<file path="config.mk">
export PLATFORM = sky130hd
export DESIGN_NAME = lbbs_queue
export DESIGN_NICKNAME = d
export VERILOG_FILES = /design/src/sv/lbbs_pkg.sv /design/src/sv/lbbs_queue.sv
export SDC_FILE = /design/constraint.sdc
export NUM_CORES = 1
export LEC_CHECK = 0
export BUFFER_PORTS_ARGS = -buffer_cell sky130_fd_sc_hd__buf_2
export CAP_MARGIN = 10
export CORE_ASPECT_RATIO = 0.6
export CORE_MARGIN = 4
export CORE_UTILIZATION = 45
export CTS_CLUSTER_SIZE = 8
export DETAILED_ROUTE_END_ITERATION = 7
export GPL_ROUTABILITY_DRIVEN = 0
export GPL_TIMING_DRIVEN = 0
export SYNTH_ARGS = -nofsm -noshare
export SYNTH_HDL_FRONTEND = slang
export SYNTH_SLANG_ARGS = --single-unit
</file>
<file path="constraint.sdc">
create_clock -name i_clk -period 3.4 [get_ports i_clk]
set_input_delay 0.17 -clock i_clk [delete_from_list [all_inputs] [get_ports i_clk]]
set_output_delay 0.17 -clock i_clk [all_outputs]
set_load 0.01 [all_outputs]
</file>
<file path="src/sv/lbbs_pkg.sv">
// Shared types and constants for the label bounding-box statistics block.
// No dependencies; every other file of the block imports this package.
`timescale 1ns / 1ps

package lbbs_pkg;

    localparam int LABEL_ENTRIES = 4096;
    localparam int IDX_W         = $clog2(LABEL_ENTRIES);
    localparam int LABEL_W       = 16;
    localparam int COORD_W       = 10;
    localparam int EXT_W         = COORD_W + 1;
    localparam int TALLY_W       = 30;
    localparam int QUEUE_DEPTH   = 4;
    localparam int QPTR_W        = $clog2(QUEUE_DEPTH);

    localparam logic [EXT_W-1:0]   EXT_LIMIT = EXT_W'(1 << COORD_W);
    localparam logic [TALLY_W-1:0] TALLY_MAX = {TALLY_W{1'b1}};
    localparam logic [IDX_W-1:0]   IDX_LAST  = IDX_W'(LABEL_ENTRIES - 1);

    // Input operation codes
    localparam logic [1:0] OP_ACC   = 2'd0;
    localparam logic [1:0] OP_READ  = 2'd1;
    localparam logic [1:0] OP_CLEAR = 2'd2;

    // Configuration register indexes
    localparam logic [1:0] CFG_COLUMNS = 2'd0;
    localparam logic [1:0] CFG_ROWS    = 2'd1;
    localparam logic [1:0] CFG_PLANES  = 2'd2;

    // Command class decided by the front end
    typedef enum logic [2:0] {
        K_ACC   = 3'd0,
        K_READ  = 3'd1,
        K_CLEAR = 3'd2,
        K_BAD   = 3'd3,
        K_NOP   = 3'd4
    } t_kind;

    typedef struct packed {
        t_kind                kind;
        logic [LABEL_W-1:0]   label;
        logic [COORD_W-1:0]   x;
        logic [COORD_W-1:0]   y;
        logic [COORD_W-1:0]   z;
        logic [LABEL_W-1:0]   top;
    } t_cmd;

    typedef struct packed {
        logic [TALLY_W-1:0] tally;
        logic [COORD_W-1:0] hi_z;
        logic [COORD_W-1:0] hi_y;
        logic [COORD_W-1:0] hi_x;
        logic [COORD_W-1:0] lo_z;
        logic [COORD_W-1:0] lo_y;
        logic [COORD_W-1:0] lo_x;
    } t_entry;

endpackage

</file>
<file path="src/sv/lbbs_queue.sv">
// Short command queue between front end and table back end.
// Depends on lbbs_pkg for the command type and depth.
`timescale 1ns / 1ps

module lbbs_queue import lbbs_pkg::*; (
    input  logic i_clk,
    input  logic i_rst_n,
    input  logic i_push,
    input  t_cmd i_cmd,
    input  logic i_pop,
    output t_cmd o_head,
    output logic o_full,
    output logic o_empty
);

    t_cmd              r_slot [QUEUE_DEPTH];
    logic [QPTR_W-1:0] r_wr_ptr, r_rd_ptr;
    logic [QPTR_W:0]   r_count;

    assign o_head  = r_slot[r_rd_ptr];
    assign o_full  = r_count == (QPTR_W + 1)'(QUEUE_DEPTH);
    assign o_empty = r_count == '0;

    always_ff @(posedge i_clk) begin
        if (i_push) begin
            r_slot[r_wr_ptr] <= i_cmd;
        end
    end

    always_ff @(posedge i_clk) begin
        if (!i_rst_n) begin
            r_wr_ptr <= '0;
            r_rd_ptr <= '0;
            r_count  <= '0;
        end else begin
            if (i_push) begin
                r_wr_ptr <= r_wr_ptr + QPTR_W'(1);
            end
            if (i_pop) begin
                r_rd_ptr <= r_rd_ptr + QPTR_W'(1);
            end
            case ({i_push, i_pop})
                2'b10:   r_count <= r_count + (QPTR_W + 1)'(1);
                2'b01:   r_count <= r_count - (QPTR_W + 1)'(1);
                default: ;
            endcase
        end
    end

    a_no_overflow: assert property (@(posedge i_clk) disable iff (!i_rst_n)
        !(i_push && o_full))
        else $error("queue push while full");

    a_no_underflow: assert property (@(posedge i_clk) disable iff (!i_rst_n)
        !(i_pop && o_empty))
        else $error("queue pop while empty");

endmodule

</file>
# Word level (Yosys, flattened, before mapping)
# Memories as Yosys holds them, arrays and structs flattened. A register that Yosys moved wholly into a read port is not among the register bits.
# Cells that the tools add are included.
# totals
latchBits	0
mem_count	1
wordCells	18
romBits	0
output_inout_bits	67
mem_bits_rw	260
reg_bits	7
# classes
div	0
bitwise_logic	0
n_addsub	4
order_cmp	0
n_shift	0
reduce_logical	2
n_eq_ne	3
mul	0
muxes	5
# mem_list
name	depth	width	rd	rd_clocked_by_memory_dff	write_ports	line_no	source
r_slot	4	65	1	1	1	lbbs_queue.sv:16	t_cmd r_slot [QUEUE_DEPTH];
# ops
cell	n
one-hot mux 3 bit (2 select lines)	1
adder 2 x 1 -> 2 bit (second input constant)	2
two-way mux 2 bit	2
adder 3 x 1 -> 3 bit (second input constant)	1
equality test 3 bit (second input constant)	1
zero test 3 bit	1
subtractor 3 x 1 -> 3 bit (second input constant)	1
equality test 2 x 1 -> 1 bit (second input constant)	1
equality test 2 bit (second input constant)	1
two-way mux 1 bit	2
nonzero test 2 bit	1

# Longest topological paths before layout
# logic_depth
ltp_word	3
ltp_mapped	7

# Worst setup path before layout
# No wires, ideal clock.
# synth_timing
kind	register -> register
startpoint	register r_wr_ptr[0]
endpoint	memory r_slot[0][0] in the netlist's numbering, enable pin
stages_incl_launch_ff	4
t_arrival_ns	2.069
synth_period_minus_slack_ns	2.498
setup_time_ns	0.430
setup_slack_ns	0.902
path_buffers	0
cell_sequence	dfxtp_1 > inv_1 > ha_1 > and2_1
# synth_lines
item	line_no	source
from (decl)	lbbs_queue.sv:17	logic [QPTR_W-1:0] r_wr_ptr, r_rd_ptr;
from (signal assigned)	lbbs_queue.sv:37	r_wr_ptr <= r_wr_ptr + QPTR_W'(1);
to (decl)	lbbs_queue.sv:16	
# Straight into the memory's write port.

==> results.cfg <==
[sta]
fin_crit_ps = 2160
whs_ps = 66.6
setup_violations = 0
max_freq_mhz = 463
slew_violations = 0
rsz0062_at_grt = false
hold_viol = 0
tightest_slew_ps = 617
fin_ws_ps = 1240
fin_crit_sh_pct = 63.5
skew_ps = 6.29
slew_headroom_pct = 58.9

[finish]
final_util_pct = 59.9
layout_commonest_cell = edfxtp_1
antennaDiodeCount = 0
layout.nets = 706
fin_cells = 924
final_cell_mix = edfxtp_1 (260), buf_2 (141), dlygate4sd3_1 (66)
synthToLayoutAreaGrowth_pct = 29.2
fin_area_um2 = 12800
layout-drive-gt1-share_pct = 40.8
n_fill_cell = 1531

[placement]
dp_cells = 803
dpl_worst_slack_ps = 1640
placed_area_um2 = 11000
port_buffers = 135
dp_hpwl_mm = 11.2

[global_route]
grt_pass1_vias = 5154
gr-usage-met2_pct = 25.0
grtUsageMet1_pct = 22.2
grtUsageMet3_pct = 4.58
antenna_found_initial = 0
grt_use_total_pct = 15.8
grt_max_degree = 56
grt-ovfl-total = 0
busiest_layer = met2
grt_first_pass_wirelength_mm = 29.0

[drt]
drt_iter0_markers = 227
num_vias = 4781
ant_nets = 0
drt-pass1-iter-count = 4
wl_mm = 19.0
avgViaCountPerCell = 5.17
wl_per_cell_um = 20.5
drcViolationCount = 0

[power_and_ir_drop]
pwr-share-clk_pct = 42.0
cellPowerDensity_nw_per_um2 = 630
peakVddDrop_v = 0.000481
sw_frac_of_total_pct = 20.7
leakagePower_nw = 4.42
pwr-share-comb_pct = 10.0
seq_power_share_pct = 47.9
power_switching_mw = 1.67
power.internal_mw = 6.37

[synthesis]
synth.top_cells.by_area = edfxtp_1 (79%), mux4_2 (15%), dfxtp_1 (1.8%)
yosys_warnings = 0
netlist_area_um2 = 9870
synth.avg_cell_area_um2 = 25.6
yosysTopAreaCell = edfxtp_1
synth.net_count = 460
ys_types = 22
syn_inst = 385
ys_seq_elements = 269
ys_seq_area_share_pct = 80.9
synth_top_cell_area_share_pct = 79.1

[flow_run]
drv_cap = 0

[die]
core-area_um2 = 21300
die_w_um = 199
rows = 41
pin_count = 136
start_util_pct = 46.4
die_area_um2 = 24500
die_h_um = 123

[worst_setup_path]
r2r_cells = 4
required_ps = 3230
reg2reg_slack_ps = 1720
endpoint = o_head[44]
cp_max_fo = 10
arrival_ps = 1990
critPathKind = reg -> out
cp-start-kind = flip-flop
r2r_start = r_wr_ptr[0]
r2r-end = r_slot[0][3]
critPathCaptureType = output port

[cts]
clock_latency_ps = 490
clkSinkCount = 269
cts_root_buf = clkbuf_16
cts_tree = yes
cts_buffers = 39
post_cts_buffers = 0
cts.path.max_buffers = 3
clk_pin_slew_ps = 50
cts_max_level = 2

[hold_path]
hold_path.class = in -> reg
min_path_cells = 3

[status]
status = complete, no violations
## what timing repair did
action	CTS	global route
hold buffers	66	0
endpoints found under the hold margin	267	0
resized for setup	0	0
## area by class of cell
type                       count  area (um2)  share of cell area [%]
timing repair buffer         205        1450                    11.3
clock inverter                 1        5.00                  0.0392
inverter                       6        22.5                   0.177
buffer                        14         153                    1.20
multi-input combinational     96        1720                    13.5
sequential                   269        7990                    62.6
clock buffer                  54        1070                    8.42
tap                          279         349                    2.74
## logic make-up after synthesis
logic type               after synthesis  share of synthesized area [%]
flip-flops                           269                           80.9
AO/OA/AOI/OAI                          3                          0.177
adder cells (fa/ha/maj)                6                          0.836
AND/OR/NAND/NOR                       16                          0.950
buffers and inverters                 20                           1.77
multiplexers                          66                           14.9
XOR/XNOR                               5                          0.444
## state kept, by name, summed over array words and instances (netlist names), named ones only
| signal | count |
|---|---|
| r_count | 3 |
| r_rd_ptr | 2 |
| r_slot | 260 |
| r_wr_ptr | 2 |
## how the worst min path moves through the flow
stage                    end       from  slack, ps
6_report           flip-flop      i_pop         70
5_1_grt            flip-flop      i_pop         60
4_1_cts            flip-flop      i_pop         40
3_5_place_dp   r_slot[2][35]  i_cmd[35]        390
3_3_place_gp   r_slot[3][63]  i_cmd[63]        380
2_1_floorplan   r_slot[0][0]   i_cmd[0]        270
## power groups by stage
stage	Combinational, mW	Clock (mW)	Sequential [mW]
after floorplan	0.440	0	3.91
after global placement	0.721	0	3.92
after detailed placement	0.761	0	3.91
after CTS	0.826	3.47	3.85
after global routing	0.876	3.65	3.86
final	0.807	3.38	3.85
## metrics by stage
step | power (mW) | setup TNS [ps]
floorplan | 4.35 | 0
global placement | 4.64 | -90070
detailed placement | 4.67 | 0
CTS | 8.15 | 0
global route | 8.38 | 0
finish | 8.03 | 0
## per-layer routing
| metal | vias to the layer above | wire, um |
|---|---|---|
| li1 | 2125 | - |
| met1 | 2480 | 8470 |
| met2 | 156 | 8940 |
| met3 | 20 | 1330 |
| met4 | 0 | 225 |
| met5 | - | 0 |
## critical path: stages (launching register included)
cell and delay (ps):
dfxtp_1 310, buf_2 280, buf_2 340, mux4_2 390, buf_2 160
## cells in the mapped netlist
cell	count
ha_1	5
mux4_2	65
or3_1	1
dfxtp_1	9
clkbuf_1	1
inv_1	6
buf_12	5
mux2i_1	1
buf_4	1
and2_1	10
xnor2_1	2
nor2b_1	1
o21ai_0	2
nand2_1	2
and3_1	1
buf_6	1
edfxtp_1	260
xor2_1	3
fa_1	1
nor3_1	1
buf_2	6
a21boi_0	1
(Power assumes the default switching activity.)
