`src/sv/lbbs_pkg.sv`:
```
// Shared types and constants for the label bounding-box statistics block.
// No dependencies; every other file of the block imports this package.
`timescale 1ns / 1ps

package lbbs_pkg;

    localparam int LABEL_ENTRIES = 4096;
    localparam int IDX_W         = $clog2(LABEL_ENTRIES);
    localparam int LABEL_W       = 16;
    localparam int COORD_W       = 10;
    localparam int EXT_W         = COORD_W + 1;
    localparam int TALLY_W       = 30;
    localparam int QUEUE_DEPTH   = 4;
    localparam int QPTR_W        = $clog2(QUEUE_DEPTH);

    localparam logic [EXT_W-1:0]   EXT_LIMIT = EXT_W'(1 << COORD_W);
    localparam logic [TALLY_W-1:0] TALLY_MAX = {TALLY_W{1'b1}};
    localparam logic [IDX_W-1:0]   IDX_LAST  = IDX_W'(LABEL_ENTRIES - 1);

    // Input operation codes
    localparam logic [1:0] OP_ACC   = 2'd0;
    localparam logic [1:0] OP_READ  = 2'd1;
    localparam logic [1:0] OP_CLEAR = 2'd2;

    // Configuration register indexes
    localparam logic [1:0] CFG_COLUMNS = 2'd0;
    localparam logic [1:0] CFG_ROWS    = 2'd1;
    localparam logic [1:0] CFG_PLANES  = 2'd2;

    // Command class decided by the front end
    typedef enum logic [2:0] {
        K_ACC   = 3'd0,
        K_READ  = 3'd1,
        K_CLEAR = 3'd2,
        K_BAD   = 3'd3,
        K_NOP   = 3'd4
    } t_kind;

    typedef struct packed {
        t_kind                kind;
        logic [LABEL_W-1:0]   label;
        logic [COORD_W-1:0]   x;
        logic [COORD_W-1:0]   y;
        logic [COORD_W-1:0]   z;
        logic [LABEL_W-1:0]   top;
    } t_cmd;

    typedef struct packed {
        logic [TALLY_W-1:0] tally;
        logic [COORD_W-1:0] hi_z;
        logic [COORD_W-1:0] hi_y;
        logic [COORD_W-1:0] hi_x;
        logic [COORD_W-1:0] lo_z;
        logic [COORD_W-1:0] lo_y;
        logic [COORD_W-1:0] lo_x;
    } t_entry;

endpackage

```
`src/sv/lbbs_front.sv`:
```
// Front end: accepts input beats, keeps scan position, extents and top label,
// and classifies each beat into a command. Depends on lbbs_pkg.
`timescale 1ns / 1ps

module lbbs_front import lbbs_pkg::*; (
    input  logic               i_clk,
    input  logic               i_rst_n,
    input  logic               i_cfg_we,
    input  logic [1:0]         i_cfg_index,
    input  logic [EXT_W-1:0]   i_cfg_data,
    input  logic               i_valid,
    output logic               o_ready,
    input  logic [1:0]         i_op,
    input  logic [LABEL_W-1:0] i_label,
    input  logic               i_q_full,
    input  logic               i_init_done,
    output logic               o_push,
    output t_cmd               o_cmd
);

    logic [EXT_W-1:0]   r_columns, r_rows, r_planes;
    logic [COORD_W-1:0] r_scan_x, r_scan_y, r_scan_z;
    logic [COORD_W-1:0] n_scan_x, n_scan_y, n_scan_z;
    logic [LABEL_W-1:0] r_top, n_top;
    logic               in_table;
    logic               wrap_x, wrap_y, wrap_z;
    t_kind              kind;

    // Zero acts as one, anything above the coordinate range as the full range
    function automatic logic [EXT_W-1:0] clamp_ext(input logic [EXT_W-1:0] v);
        if (v == '0) begin
            clamp_ext = EXT_W'(1);
        end else if (v > EXT_LIMIT) begin
            clamp_ext = EXT_LIMIT;
        end else begin
            clamp_ext = v;
        end
    endfunction

    assign o_ready  = i_init_done && !i_q_full;
    assign o_push   = i_valid && o_ready;
    assign in_table = {1'b0, i_label} < (LABEL_W + 1)'(LABEL_ENTRIES);

    assign wrap_x = ({1'b0, r_scan_x} + EXT_W'(1)) >= clamp_ext(r_columns);
    assign wrap_y = ({1'b0, r_scan_y} + EXT_W'(1)) >= clamp_ext(r_rows);
    assign wrap_z = ({1'b0, r_scan_z} + EXT_W'(1)) >= clamp_ext(r_planes);

    always_comb begin
        case (i_op)
            OP_ACC:   kind = in_table ? K_ACC : K_BAD;
            OP_READ:  kind = in_table ? K_READ : K_BAD;
            OP_CLEAR: kind = in_table ? K_CLEAR : K_BAD;
            default:  kind = K_NOP;
        endcase
    end

    always_comb begin
        n_scan_x = r_scan_x;
        n_scan_y = r_scan_y;
        n_scan_z = r_scan_z;
        n_top    = r_top;
        if (i_op == OP_ACC) begin
            // advance the raster position even when the label is out of range
            if (!wrap_x) begin
                n_scan_x = r_scan_x + COORD_W'(1);
            end else begin
                n_scan_x = '0;
                if (!wrap_y) begin
                    n_scan_y = r_scan_y + COORD_W'(1);
                end else begin
                    n_scan_y = '0;
                    n_scan_z = wrap_z ? '0 : r_scan_z + COORD_W'(1);
                end
            end
        end
        if (kind == K_ACC && i_label > r_top) begin
            n_top = i_label;
        end
        if (kind == K_CLEAR) begin
            n_scan_x = '0;
            n_scan_y = '0;
            n_scan_z = '0;
            n_top    = '0;
        end
    end

    always_comb begin
        o_cmd.kind  = kind;
        o_cmd.label = i_label;
        o_cmd.x     = r_scan_x;
        o_cmd.y     = r_scan_y;
        o_cmd.z     = r_scan_z;
        o_cmd.top   = n_top;
    end

    always_ff @(posedge i_clk) begin
        if (!i_rst_n) begin
            r_columns <= EXT_LIMIT;
            r_rows    <= EXT_LIMIT;
            r_planes  <= EXT_LIMIT;
        end else if (i_cfg_we) begin
            case (i_cfg_index)
                CFG_COLUMNS: r_columns <= i_cfg_data;
                CFG_ROWS:    r_rows    <= i_cfg_data;
                CFG_PLANES:  r_planes  <= i_cfg_data;
                default:     ;
            endcase
        end
    end

    always_ff @(posedge i_clk) begin
        if (!i_rst_n) begin
            r_scan_x <= '0;
            r_scan_y <= '0;
            r_scan_z <= '0;
            r_top    <= '0;
        end else if (o_push) begin
            r_scan_x <= n_scan_x;
            r_scan_y <= n_scan_y;
            r_scan_z <= n_scan_z;
            r_top    <= n_top;
        end
    end

endmodule

```
`config.mk`:
```
export PLATFORM = sky130hd
export DESIGN_NAME = lbbs_front
export DESIGN_NICKNAME = d
export VERILOG_FILES = /design/src/sv/lbbs_pkg.sv /design/src/sv/lbbs_front.sv
export SDC_FILE = /design/constraint.sdc
export NUM_CORES = 1
export LEC_CHECK = 0
export BUFFER_PORTS_ARGS = -buffer_cell sky130_fd_sc_hd__buf_4
export CELL_PAD_IN_SITES_DETAIL_PLACEMENT = 0
export CELL_PAD_IN_SITES_GLOBAL_PLACEMENT = 1
export CORE_MARGIN = 2
export CORE_UTILIZATION = 37
export DETAILED_ROUTE_END_ITERATION = 8
export HOLD_SLACK_MARGIN = 0.03
export PLACE_DENSITY_LB_ADDON = 0.1
export SYNTH_ARGS = -nofsm -noshare
export SYNTH_HDL_FRONTEND = slang
export SYNTH_SLANG_ARGS = --single-unit
```
`constraint.sdc`:
```
create_clock -name i_clk -period 2.8 [get_ports i_clk]
set_input_delay 0.14 -clock i_clk [delete_from_list [all_inputs] [get_ports i_clk]]
set_output_delay 0.14 -clock i_clk [all_outputs]
set_load 0.02 [all_outputs]
```
# After elaboration in Yosys (flattened, before gate mapping)
# Cells that the tools add are included.
# totals
wordCells,69
regBits,79
romBits,0
memories,0
latch_bits,0
out_inout_bits,67
ramBits,0
# op_classes
magnitude_cmp,8
eq_ne,5
n_mux,24
div_mod_pow,0
n_reduce_logical,19
shift,0
mul,0
bitwise_logic,0
add_sub_neg,6
# op_table
op,count
two-way mux 10 bit,12
two-way mux 11 bit,6
adder 10 x 1 -> 11 bit (second input constant),3
>= comparator 11 bit,3
> comparator 11 bit (second input constant),3
zero test 11 bit,3
two-way mux 16 bit,2
adder 10 x 1 -> 10 bit (second input constant),3
> comparator 16 bit,1
less-than comparator 16 x 13 -> 1 bit (second input constant),1
case mux 3 bit (3 select lines),1
AND reduction 2 bit,4
nonzero test 2 bit,3
== test 2 x 1 -> 1 bit (second input constant),2
== test 2 bit (second input constant),2
zero test 2 bit,2
two-way mux 2 bit,2
AND reduction 4 bit,1
== test 3 x 2 -> 1 bit (second input constant),1
logical AND 1 bit,3
zero test 3 bit,1
AND reduction 3 bit,1
zero test 1 bit,1
two-way mux 1 bit,1

# Depth between registers and ports, before layout
# depth
word_depth,9
mapped_depth,14
ltp_nobuf,12

# Worst setup path before layout
# OpenSTA, ideal clock, no wires.
# synth_path
kind,register -> register
start,register r_scan_z[0]
end,register r_scan_z[2]
path_stages_with_launch,13
synth_period_minus_slack_ns,3.129
arrival_ns,3.053
t_required_ns,2.724
path_slack_ns,-0.329
path_cell_list,dfxtp_1 ha_1 nand2_1 nor2_1 nand3_1 xnor2_1 ha_1 o2111a_1 a2111o_1 a31oi_1 clkbuf_1 a211oi_1 o22ai_1
# synth_via
elab_chain_len,7
word_cells_on_any_way,8
cone_classes,add/sub: 2; order compare: 1; mux: 5
# synth_lines
item,line_no,text
start: declaration,lbbs_front.sv:22,"logic [COORD_W-1:0] r_scan_x, r_scan_y, r_scan_z;"
start signal: assignment,lbbs_front.sv:120,r_scan_z <= n_scan_z;
adder 10 x 1 -> 11 bit,lbbs_front.sv:46,"assign wrap_z = ({1'b0, r_scan_z} + EXT_W'(1)) >= clamp_ext(r_planes);"
>= comparator 11 bit,lbbs_front.sv:46,
two-way mux 10 bit *,lbbs_front.sv:72,n_scan_z = wrap_z ? '0 : r_scan_z + COORD_W'(1);
two-way mux 10 bit *,lbbs_front.sv:68,if (!wrap_y) begin
two-way mux 10 bit *,lbbs_front.sv:64,if (!wrap_x) begin
two-way mux 10 bit *,lbbs_front.sv:62,if (i_op == OP_ACC) begin
two-way mux 10 bit *,lbbs_front.sv:79,if (kind == K_CLEAR) begin
# Every way passes the cells marked *; elsewhere a longest branch is shown, timed or not. The select of a mux whose other input is x is not followed.
# A chain may end at the register's enable or synchronous reset.

# Final worst setup path
# layout_path
start,register r_scan_x[1]
end,register r_scan_z[1]
# layout_via
elab_chain_len,4
# layout_lines
item,line_no,text
start: declaration,lbbs_front.sv:22,
start signal: assignment,lbbs_front.sv:118,r_scan_x <= n_scan_x;
adder 10 x 1 -> 11 bit,lbbs_front.sv:44,"assign wrap_x = ({1'b0, r_scan_x} + EXT_W'(1)) >= clamp_ext(r_columns);"
>= comparator 11 bit,lbbs_front.sv:44,
nonzero test 2 bit (no source line),--,
AND reduction 4 bit (no source line),--,
# Every way passes these cells.

==> metrics.txt <==
pre-CTS setup slack -0.122 ns; relative slew slack 47.6%; # fillers 1251; row count 42; layout cells sized above 1 34.1%; Logic pwr share 10.2%; Worst-Margin Slew 0.784 ns; vias in the first global route 4452; fmax 363 MHz; Post-synth top cells nand2_1, dfxtp_1, nor2_1; Core ar. 0.0133 mm2; GRT Total Usage 19.0%; setup ws final 0.0422 ns; Syn Area/Cell 8.32 um2; register area share after synthesis 31.0%; Critical path origin r_scan_x[1]; final WL 14100 um; clk sinks 79; CP Cell Sequence and3_4 -> and3_4 -> and3_4 -> nand3_2 -> xnor2_2 -> ha_4 -> a21oi_2 -> a21boi_2 -> o31ai_2 -> buf_4 -> o21ai_4 -> buf_6 -> buf_4 -> nand4_1 -> a21oi_1; Syn Inst Count 612; Die Y 121 um; Most common cell on crit path and3_4; Critical Path End Type register; outcome finished clean; Buf+Inv Stages, Crit Path 3; Inserted Diodes 0; Internal 2.10 mW; Max-Cap Viols 0; total CTS buffers 9; Setup violations, final 0; Min-Delay Path Class input port to register; Root Buffer clkbuf_16; I/O Buffers 103; Post-Place Cells 921; Crit path max-delay family simple AND/OR/NAND/NOR gates; cell taking the most area after synthesis dfxtp_1; Reg2Reg Depth 15; ys async rst share 0%; reg-to-reg critical path endpoint r_scan_z[1]; Non-Filler Instances 945; FF-to-FF setup slack 0.04 ns; P&R area growth vs syn 39.9%; share of the synthesized area in the top cell type 31.0%; final cycle utilization of the critical path 98.5%; count of flip-flops with a built-in enable after synthesis 0; FF+latch count, synth 79; DPL Wire Length 10500 um; clock skew 0.00785 ns; wire length per cell 15.0 um; worst hold slack 0.0505 ns; first-pass detailed-route iteration total 5; CP max stage cell dfxtp_2; Synth Net Count 701; register share of total power 41.5%; clk_lat worst skew 0.35 ns; RSZ-0062 raised after global routing true; # DRC 0; IO Pins 104; H-tree depth 3; required time worst endpoint 3.00 ns; clk slew on worst S/H paths 0.06 ns; DR vias/cell 5.09; total die area 0.0147 mm2; net total in the final layout 853; number of vias after detailed routing 4807; gpl congestion 0.804; reg2reg start r_scan_x[1]; Worst setup SP type register; antenna violations before repair 0; Hold-fix buffers, CTS 0; Syn. warnings 0; CTS max path bufs 2; CP Class register to register; P_leak 3.33 nW; CP max stage delay 0.36 ns; Worst Path Arrival 2.96 ns; worst setup path end r_scan_z[1]; top post-synthesis cells by area dfxtp_1, ha_1, mux2i_1; initial cell density of the core 38.2%; worst-path maximum fanout 3; Hold Fails Final Rpt 0; VDD IR-drop max 460 uV; Die X 121 um; prevailing post-synth register cell dfxtp_1; most frequent cell after synthesis nand2_1; Synth cell types 52; PD cells 389 mW/mm2; Initial DRC Count 232; final antenna-violating net count 0; Overall Power 2.77 mW; sw frac 24.0%; grt total ovfl 0; clock power share 48.2%; post-layout min period 2.76 ns; fin. max-slew vios 0; instance count on the critical path 15; CTS tree done; Syn Std Cell Area 0.00509 mm2; first-pass GRT wire length 22200 um; NetSw 666 uW; largest net degree at the start of global routing 32
layout by cell type, fill, tap and decap left out, drive strengths merged, types with 3 or more instances in the layout:
cell    synthesis  layout
nand3b          3       3
a21oi          25      25
xor2           22      22
and2            3       3
mux2i          43      43
nand4           8       8
dfxtp          79      79
a211oi         10      10
nor4            7       7
o211ai          5       5
and3           17      17
a32o            5       5
nor2b           4       4
nor3b           5       5
ha             52      52
buf            24     180
o32ai          12      12
o21ai          19      19
o21a            3       3
xnor2          11      11
nor2           57      57
a31oi           5       5
inv            37      38
or3             8       8
o22ai           7       7
nor3            8       8
nand2          82      82
clkbuf         16      12
a21o            5       5
nand3          13      13
tightest hold or removal path: cells and delay by family:
kind / cells / cell delay [ns]
AND/OR/NAND/NOR: 1 / 0.07
multiplexers: 1 / 0.06
buffers and inverters: 1 / 0.09
power groups by stage:
| stage | clock (mW) | sequential, mW | combinational (mW) |
|---|---|---|---|
| 2_1_floorplan | 0 | 1.17 | 0.163 |
| 3_3_place_gp | 0 | 1.18 | 0.268 |
| 3_5_place_dp | 0 | 1.18 | 0.271 |
| 4_1_cts | 1.37 | 1.15 | 0.273 |
| 5_1_grt | 1.41 | 1.15 | 0.310 |
| 6_report | 1.34 | 1.15 | 0.283 |
flip-flops by register name, indices dropped and copies added (netlist names):
name and flops:
r_scan_x 10, r_rows 11, r_scan_y 10, r_columns 11, r_top 16, r_planes 11
r_scan_z 10
layout make-up:
| cell class | instances | area (um2) | share of cell area (%) |
|---|---|---|---|
| multi-input combinational | 456 | 3420 | 48.0 |
| sequential | 79 | 1610 | 22.5 |
| inverter | 37 | 139 | 1.95 |
| tap | 176 | 220 | 3.09 |
| clock buffer | 11 | 254 | 3.56 |
| clock inverter | 5 | 86.3 | 1.21 |
| timing repair buffer | 181 | 1400 | 19.6 |
per-stage QoR:
stage,instance area [um2],TNS [ns],util [%]
CTS,6770,-0.0748,50.7
detailed placement,6420,-1.76,48.1
global placement,6420,-0.0711,48.1
finish,7130,0,53.4
floorplan,5130,0,-
global route,7130,-0.562,53.4
routing by layer:
metal / up-vias / global-route usage, % / wire length (um)
met5: - / 0 / 0
met4: 0 / 4.02 / 101
met3: 8 / 4.75 / 819
met2: 107 / 29.0 / 6380
met1: 2225 / 27.1 / 6830
li1: 2467 / - / -
worst min-delay path by stage:
| stage | startpoint | to | slack (ns) | cells past startpoint |
|---|---|---|---|---|
| floorplan | i_label[4] | r_top[4] | 0.28 | 2 |
| global placement | i_cfg_data[9] | r_rows[9] | 0.39 | 3 |
| detailed placement | i_cfg_data[9] | r_rows[9] | 0.40 | 3 |
| CTS | i_cfg_data[9] | r_rows[9] | 0.04 | 3 |
| global route | i_cfg_data[0] | r_planes[0] | 0.05 | 3 |
| finish | i_cfg_data[9] | r_rows[9] | 0.05 | 3 |
logic make-up after synthesis:
family / count (synthesis) / share of synthesized area [%]
adders and majority gates: 52 / 12.8
AOI/OAI and AO/OA: 107 / 14.4
xor gates and xnor gates: 33 / 5.67
and+or+nand+nor: 221 / 20.4
muxes: 43 / 8.45
DFF: 79 / 31.0
buffers and inverters: 77 / 7.25
timing repair:
item                       CTS  global route
setup buffers                0             8
setup endpoints to repair   30            40
cloned                       0             1
pin swaps                    0            24
gates resized for setup      4            65
No activity file was read; power rests on OpenSTA's default activity.
